[src/sv/hsv2rgb_pkg.sv]
package hsv2rgb_pkg;

  localparam int unsigned ChanW    = 8;
  localparam int unsigned QuotInW  = 16;   // operand width of the divide-by-255 unit
  localparam int unsigned FracW    = 8;
  localparam int unsigned SectorW  = 3;

  // 255 * 256: denominator of the q and t levels
  localparam logic [15:0] TurnDen  = 16'd65280;
  // half of TurnDen, added before the shift by 8 for round half up
  localparam logic [23:0] TurnHalf = 24'd32640;
  // (2 * n + 255) / 2 reduces to n + 127
  localparam logic [15:0] PHalf    = 16'd127;
  localparam logic [7:0]  ChanMax  = 8'd255;

  // Hue sectors, sixths of a turn
  typedef enum logic [SectorW-1:0] {
    SEC_RED_YEL = 3'd0,
    SEC_YEL_GRN = 3'd1,
    SEC_GRN_CYA = 3'd2,
    SEC_CYA_BLU = 3'd3,
    SEC_BLU_MAG = 3'd4,
    SEC_MAG_RED = 3'd5
  } sector_e;

endpackage

[src/sv/hsv2rgb_div255.sv]
module hsv2rgb_div255
  import hsv2rgb_pkg::*;
(
  input  logic [QuotInW-1:0] dividend_i,
  output logic [ChanW-1:0]   quotient_o
);

  logic [QuotInW-1:0] sum;

  // floor(x / 255) = (x + (x >> 8) + 1) >> 8 for x below 65280, which also
  // keeps the sum inside 16 bits
  always_comb begin
    sum = dividend_i + {{(QuotInW-ChanW){1'b0}}, dividend_i[QuotInW-1:ChanW]}
          + {{(QuotInW-1){1'b0}}, 1'b1};
    quotient_o = sum[QuotInW-1:ChanW];
  end

endmodule

[src/sv/hsv_to_rgb_converter.sv]
// HSV to RGB converter, 8 bits per channel, exact fixed point.
//
// Input channel: drive hue_i, saturation_i and brightness_i with start_i high.
// The word is taken at the rising edge where start_i is high and busy_o is low.
// busy_o is always low: a new word may enter in every cycle.
//
// Output channel: done_o is high for exactly one cycle together with red_o,
// green_o and blue_o. The receiver cannot stall, so nothing waits in the block.
//
// Throughput: one word per cycle, set by the five-stage pipeline:
//   1 hue * 6 into sector and fraction
//   2 saturation products s*f and s*(256-f), subtracted from 65280
//   3 brightness products v * level numerators
//   4 round half up and scale by 1/256
//   5 divide by 255, sector permutation, output register
// Reset clears the valid bits of all stages; data registers keep garbage,
// and done_o stays low until a word has run through.
module hsv_to_rgb_converter
  import hsv2rgb_pkg::*;
(
  input  logic             clk_i,
  input  logic             rst_ni,
  input  logic             start_i,
  output logic             busy_o,
  input  logic [ChanW-1:0] hue_i,
  input  logic [ChanW-1:0] saturation_i,
  input  logic [ChanW-1:0] brightness_i,
  output logic             done_o,
  output logic [ChanW-1:0] red_o,
  output logic [ChanW-1:0] green_o,
  output logic [ChanW-1:0] blue_o
);

  // Pipeline never holds off the sender
  assign busy_o = 1'b0;

  logic accept;
  assign accept = start_i & ~busy_o;

  // ---------------- stage 1: sector and fraction ----------------
  logic [10:0]        h6_d;
  logic               vld1_q;
  sector_e            sec1_q;
  logic [FracW-1:0]   frac1_q;
  logic [ChanW-1:0]   sat1_q, val1_q;

  // hue * 6 = hue * 4 + hue * 2
  assign h6_d = {1'b0, hue_i, 2'b00} + {2'b00, hue_i, 1'b0};

  always_ff @(posedge clk_i or negedge rst_ni) begin
    if (!rst_ni) begin
      vld1_q <= 1'b0;
    end else begin
      vld1_q <= accept;
    end
  end

  always_ff @(posedge clk_i) begin
    sec1_q  <= sector_e'(h6_d[10:8]);
    frac1_q <= h6_d[7:0];
    sat1_q  <= saturation_i;
    val1_q  <= brightness_i;
  end

  // ---------------- stage 2: saturation terms ----------------
  logic [15:0]      sf_d;
  logic [16:0]      sfc_d;
  logic [8:0]       fcomp_d;
  logic [15:0]      aq_d, at_d;
  logic             vld2_q, grey2_q;
  sector_e          sec2_q;
  logic [ChanW-1:0] val2_q, ap2_q;
  logic [15:0]      aq2_q, at2_q;

  always_comb begin
    fcomp_d = 9'd256 - {1'b0, frac1_q};
    sf_d    = sat1_q * frac1_q;
    sfc_d   = {9'd0, sat1_q} * {8'd0, fcomp_d};
    // both products stay at or below 65280, so the levels fit 16 bits
    aq_d    = TurnDen - sf_d;
    at_d    = 16'(17'(TurnDen) - sfc_d);
  end

  always_ff @(posedge clk_i or negedge rst_ni) begin
    if (!rst_ni) begin
      vld2_q <= 1'b0;
    end else begin
      vld2_q <= vld1_q;
    end
  end

  always_ff @(posedge clk_i) begin
    sec2_q  <= sec1_q;
    grey2_q <= (sat1_q == '0);
    val2_q  <= val1_q;
    ap2_q   <= ChanMax - sat1_q;
    aq2_q   <= aq_d;
    at2_q   <= at_d;
  end

  // ---------------- stage 3: brightness products ----------------
  logic             vld3_q, grey3_q;
  sector_e          sec3_q;
  logic [ChanW-1:0] val3_q;
  logic [15:0]      np3_q;
  logic [23:0]      nq3_q, nt3_q;

  always_ff @(posedge clk_i or negedge rst_ni) begin
    if (!rst_ni) begin
      vld3_q <= 1'b0;
    end else begin
      vld3_q <= vld2_q;
    end
  end

  always_ff @(posedge clk_i) begin
    sec3_q  <= sec2_q;
    grey3_q <= grey2_q;
    val3_q  <= val2_q;
    np3_q   <= val2_q * ap2_q;
    nq3_q   <= {16'd0, val2_q} * {8'd0, aq2_q};
    nt3_q   <= {16'd0, val2_q} * {8'd0, at2_q};
  end

  // ---------------- stage 4: round half up, drop 1/256 ----------------
  logic [23:0]        rq_d, rt_d;
  logic               vld4_q, grey4_q;
  sector_e            sec4_q;
  logic [ChanW-1:0]   val4_q;
  logic [QuotInW-1:0] yp4_q, yq4_q, yt4_q;

  assign rq_d = nq3_q + TurnHalf;
  assign rt_d = nt3_q + TurnHalf;

  always_ff @(posedge clk_i or negedge rst_ni) begin
    if (!rst_ni) begin
      vld4_q <= 1'b0;
    end else begin
      vld4_q <= vld3_q;
    end
  end

  always_ff @(posedge clk_i) begin
    sec4_q  <= sec3_q;
    grey4_q <= grey3_q;
    val4_q  <= val3_q;
    yp4_q   <= np3_q + PHalf;
    yq4_q   <= rq_d[23:8];
    yt4_q   <= rt_d[23:8];
  end

  // ---------------- stage 5: divide by 255 and permute ----------------
  logic [ChanW-1:0] lvl_p, lvl_q, lvl_t;
  logic [ChanW-1:0] red_d, green_d, blue_d;
  logic             vld5_q;
  logic [ChanW-1:0] red_q, green_q, blue_q;

  hsv2rgb_div255 u_div_p (.dividend_i(yp4_q), .quotient_o(lvl_p));
  hsv2rgb_div255 u_div_q (.dividend_i(yq4_q), .quotient_o(lvl_q));
  hsv2rgb_div255 u_div_t (.dividend_i(yt4_q), .quotient_o(lvl_t));

  always_comb begin
    red_d   = val4_q;
    green_d = val4_q;
    blue_d  = val4_q;
    if (!grey4_q) begin
      unique case (sec4_q)
        SEC_RED_YEL: begin red_d = val4_q; green_d = lvl_t;  blue_d = lvl_p;  end
        SEC_YEL_GRN: begin red_d = lvl_q;  green_d = val4_q; blue_d = lvl_p;  end
        SEC_GRN_CYA: begin red_d = lvl_p;  green_d = val4_q; blue_d = lvl_t;  end
        SEC_CYA_BLU: begin red_d = lvl_p;  green_d = lvl_q;  blue_d = val4_q; end
        SEC_BLU_MAG: begin red_d = lvl_t;  green_d = lvl_p;  blue_d = val4_q; end
        default:     begin red_d = val4_q; green_d = lvl_p;  blue_d = lvl_q;  end
      endcase
    end
  end

  always_ff @(posedge clk_i or negedge rst_ni) begin
    if (!rst_ni) begin
      vld5_q <= 1'b0;
    end else begin
      vld5_q <= vld4_q;
    end
  end

  always_ff @(posedge clk_i) begin
    red_q   <= red_d;
    green_q <= green_d;
    blue_q  <= blue_d;
  end

  assign done_o  = vld5_q;
  assign red_o   = red_q;
  assign green_o = green_q;
  assign blue_o  = blue_q;

endmodule

[config.mk]
export PLATFORM = sky130hd
export DESIGN_NAME = hsv_to_rgb_converter
export DESIGN_NICKNAME = d
export VERILOG_FILES = /design/src/sv/hsv2rgb_pkg.sv /design/src/sv/hsv2rgb_div255.sv /design/src/sv/hsv_to_rgb_converter.sv
export SDC_FILE = /design/constraint.sdc
export NUM_CORES = 1
export LEC_CHECK = 0
export BUFFER_PORTS_ARGS = -buffer_cell sky130_fd_sc_hd__buf_2
export CAP_MARGIN = 5
export CORE_MARGIN = 3
export CORE_UTILIZATION = 45
export DETAILED_ROUTE_END_ITERATION = 8
export HOLD_SLACK_MARGIN = 0.08
export PLACE_DENSITY = 0.64
export SLEW_MARGIN = 20
export SYNTH_ARGS = -nofsm -noshare
export SYNTH_HDL_FRONTEND = slang
export SYNTH_SLANG_ARGS = --single-unit
export TNS_END_PERCENT = 50
[constraint.sdc]
create_clock -name clk_i -period 9.7 [get_ports clk_i]
set_clock_uncertainty 0.2 [all_clocks]
set_input_delay 0.97 -clock clk_i [delete_from_list [all_inputs] [get_ports clk_i]]
set_output_delay 0.97 -clock clk_i [all_outputs]
set_load 0.05 [all_outputs]
==> impl_metrics.env <==
export IMPL_synth_edf_count=0
export IMPL_cts_clk_slew_worst_paths_ns=0.06
export IMPL_crit_path_frequent_cell="fa_1"
export IMPL_tritoncts="done"
export IMPL_path_max_fanout=8
export IMPL_cp_data_arrival_time_ns=5.72
export IMPL_start_util_pct=45.61
export IMPL_fmax_mhz=182.3
export IMPL_numCtsBuffers=27
export IMPL_portBuffers=51
export IMPL_slew_headroom_pct=32.88
export IMPL_fill_cells=4273
export IMPL_drc=0
export IMPL_r2r_end="at2_q[14]$_DFF_P_"
export IMPL_syn_area_um2=20740
export IMPL_via_per_inst=4.975
export IMPL_syn2layout_area_growth_pct=8.862
export IMPL_rrSetupSlack_ns=4.21
export IMPL_synth_top_area_share_pct=25.38
export IMPL_core_um2=45480
export IMPL_pin_count=53
export IMPL_cp_required_ns=9.94
export IMPL_worst_setup_path_end_kind="flip-flop"
export IMPL_cp_slowest_cell="fa_1"
export IMPL_min_period_over_period_pct=56.55
export IMPL_worst_setup_path_type="reg -> reg"
export IMPL_nets=2796
export IMPL_grt_total_usage_pct=18.47
export IMPL_dr_pass1_iters=6
export IMPL_htreeDepth=1
export IMPL_synth_seq_area_share_pct=21.93
export IMPL_drv_slew=0
export IMPL_rsz0062_at_grt="no"
export IMPL_cts_buffer_depth=3
export IMPL_crit_end="at2_q[14]$_DFF_P_"
export IMPL_antenna_cells=0
export IMPL_timing_hold_violations_final=0
export IMPL_drtIter0Drc=788
export IMPL_cp_cell_sequence="inv_1, ha_1, nand2_1, nor3_1, xnor2_1, nand2_1, fa_1, fa_1, fa_1, inv_1, fa_1, inv_1, ha_1, and2_1, a31o_2, a41o_1, o41a_1, xnor2_1"
export IMPL_place_congestion=0.8891
export IMPL_chipHeight_um=220.7
export IMPL_synth_area_leaders="fa_1, dfxtp_1, ha_1, and2_1, inv_1"
export IMPL_startpoint="frac1_q[2]$_DFF_P_"
export IMPL_worstSetupStartpointType="flip-flop"
export IMPL_antenna_left=0
export IMPL_status="completed"
export IMPL_grt_first_pass_wirelength_um=73740
export IMPL_dpl_hpwl_um=33960
export IMPL_timing_rr_start="frac1_q[2]$_DFF_P_"
export IMPL_tns_ns=0
export IMPL_synth_common_cells="inv_1, and2_1, fa_1"
export IMPL_syn_inst=2242
export IMPL_rows=78
export IMPL_tightest_slew_ns=1.007
export IMPL_drive_above_1_share_pct=5.224
export IMPL_grt_pass1_vias=15190
export IMPL_min_period_ns=5.486
export IMPL_slowest_delay_ns=0.56
export IMPL_grt_max_degree=39
export IMPL_antenna_found_initial=0
export IMPL_post_drt_wl_per_cell_um=14.88
export IMPL_die_area_um2=48700
export IMPL_cts_sinks=226
export IMPL_ys_flop_type="dfxtp_1"
export IMPL_synthArstFlopShare_pct=2.212
export IMPL_wirelength_um=43100
export IMPL_cap_viol_max_count=0
export IMPL_clkLatencyLatePin_ns=0.56
export IMPL_setup_viol=0
export IMPL_fin_area_um2=22580
export IMPL_overflow=0
export IMPL_reg2regPathDepth=18
export IMPL_place_area_um2=21620
export IMPL_ys_seq_elements=226
export IMPL_synth_cell_type_count=70
export IMPL_synth_nets=2760
export IMPL_die_w_um=220.7
export IMPL_yosys_warnings=0
export IMPL_cts_root_buf="clkbuf_16"
export IMPL_synth_area_per_cell_um2=9.251
export IMPL_yosys_cell_count_top_type="inv_1"
export IMPL_min_path_type="reg -> reg"
export IMPL_synth_top_cell_by_area="fa_1"
export IMPL_via_count=14410
metal layers:
metal	part of all wire [%]	global-route usage [%]	wire, um	vias to the layer above
met5	0	0	0	-
met4	2.4	4.180	1043	0
met3	4.2	2.458	1791	80
met2	48	32.27	20680	291
met1	45	24.46	19580	6984
li1	-	-	-	7057
cells by family after synthesis:
| kind of cell | count (synthesis) | synth area share, % |
|---|---|---|
| adders and majority gates | 491 | 39.14 |
| xor gates and xnor gates | 141 | 5.954 |
| buffers and inverters | 483 | 8.765 |
| DFF | 226 | 21.93 |
| and+or+nand+nor | 682 | 16.98 |
| AOI/OAI and AO/OA | 212 | 6.913 |
| muxes | 6 | 0.2956 |
| other | 1 | 0.01808 |
cells in the final DEF (no fill, tap or decap), types with 7 or more instances in the layout:
master | netlist | routed
a21o_1 | 23 | 23
a21oi_1 | 49 | 49
a31oi_1 | 8 | 8
and2_1 | 271 | 271
and3_1 | 11 | 11
buf_2 | 0 | 51
buf_4 | 1 | 12
clkbuf_16 | 0 | 27
dfxtp_1 | 221 | 221
fa_1 | 263 | 263
ha_1 | 228 | 228
inv_1 | 423 | 423
nand2_1 | 194 | 194
nand2b_1 | 10 | 10
nand3_1 | 27 | 27
nand4_1 | 13 | 13
nor2_1 | 90 | 90
nor2b_1 | 14 | 14
nor3_1 | 26 | 26
o211ai_1 | 10 | 10
o21a_1 | 13 | 13
o21ai_0 | 42 | 42
o21bai_1 | 7 | 7
xnor2_1 | 92 | 92
xor2_1 | 49 | 49
worst min path at each step:
stage / from / endpoint / slack, ns / depth (start not counted)
global route: val1_q[0]$_DFF_P_ / val2_q[0]$_DFF_P_ / 0.13 / 0
finish: val1_q[0]$_DFF_P_ / val2_q[0]$_DFF_P_ / 0.12 / 0
detailed placement: sec1_q[1]$_DFF_P_ / sec2_q[1]$_DFF_P_ / 0.11 / 0
floorplan: grey2_q$_DFF_P_ / grey3_q$_DFF_P_ / 0.11 / 0
global placement: sec3_q[0]$_DFF_P_ / sec4_q[0]$_DFF_P_ / 0.11 / 0
CTS: val1_q[0]$_DFF_P_ / val2_q[0]$_DFF_P_ / 0.13 / 0
stage by stage:
step	hold slack [ns]	std cells	util, %	setup slack [ns]
finish	0.1218	2897	49.65	4.214
CTS	0.1250	2897	49.65	4.169
floorplan	0.1096	2242	-	4.525
global route	0.1272	2897	49.65	3.836
detailed placement	0.1121	2848	47.53	4.183
global placement	0.1099	2848	47.53	4.350
registers in the layout, summed over array words and instances, names as in the netlist, 14 cells and up:
name and cells:
nq3_q 17, nt3_q 17, np3_q 16, yp4_q 16
yq4_q 16, yt4_q 16, at2_q 15, aq2_q 14
timing repair:
item | in CTS | in global routing
hold endpoints to repair | 5 | 0
resized for setup | 0 | 0
setup buffers | 0 | 0
hold buffers | 1 | 0
final cells by class:
cell class / count / area, um2 / share of cell area [%]
multi-input cells: 1533 / 14370 / 63.66
flip-flops and latches: 226 / 4549 / 20.15
inverters: 426 / 1599 / 7.082
well taps: 600 / 750.7 / 3.325
clock buffers: 35 / 745.7 / 3.303
repair buffers: 64 / 355.3 / 1.574
clock inverters: 13 / 205.2 / 0.9088
critical path, delay by kind of cell, from the launching register on:
family                     cells  cell delay (ns)
adders and majority gates      6             2.69
AOI/OAI and AO/OA              3             0.76
xor gates and xnor gates       2             0.58
and+or+nand+nor                4             0.47
DFF                            1             0.41
buffers and inverters          3             0.26
Power is not shown: default switching activity piles up to over one toggle a cycle in this logic, so the estimate is an artifact.
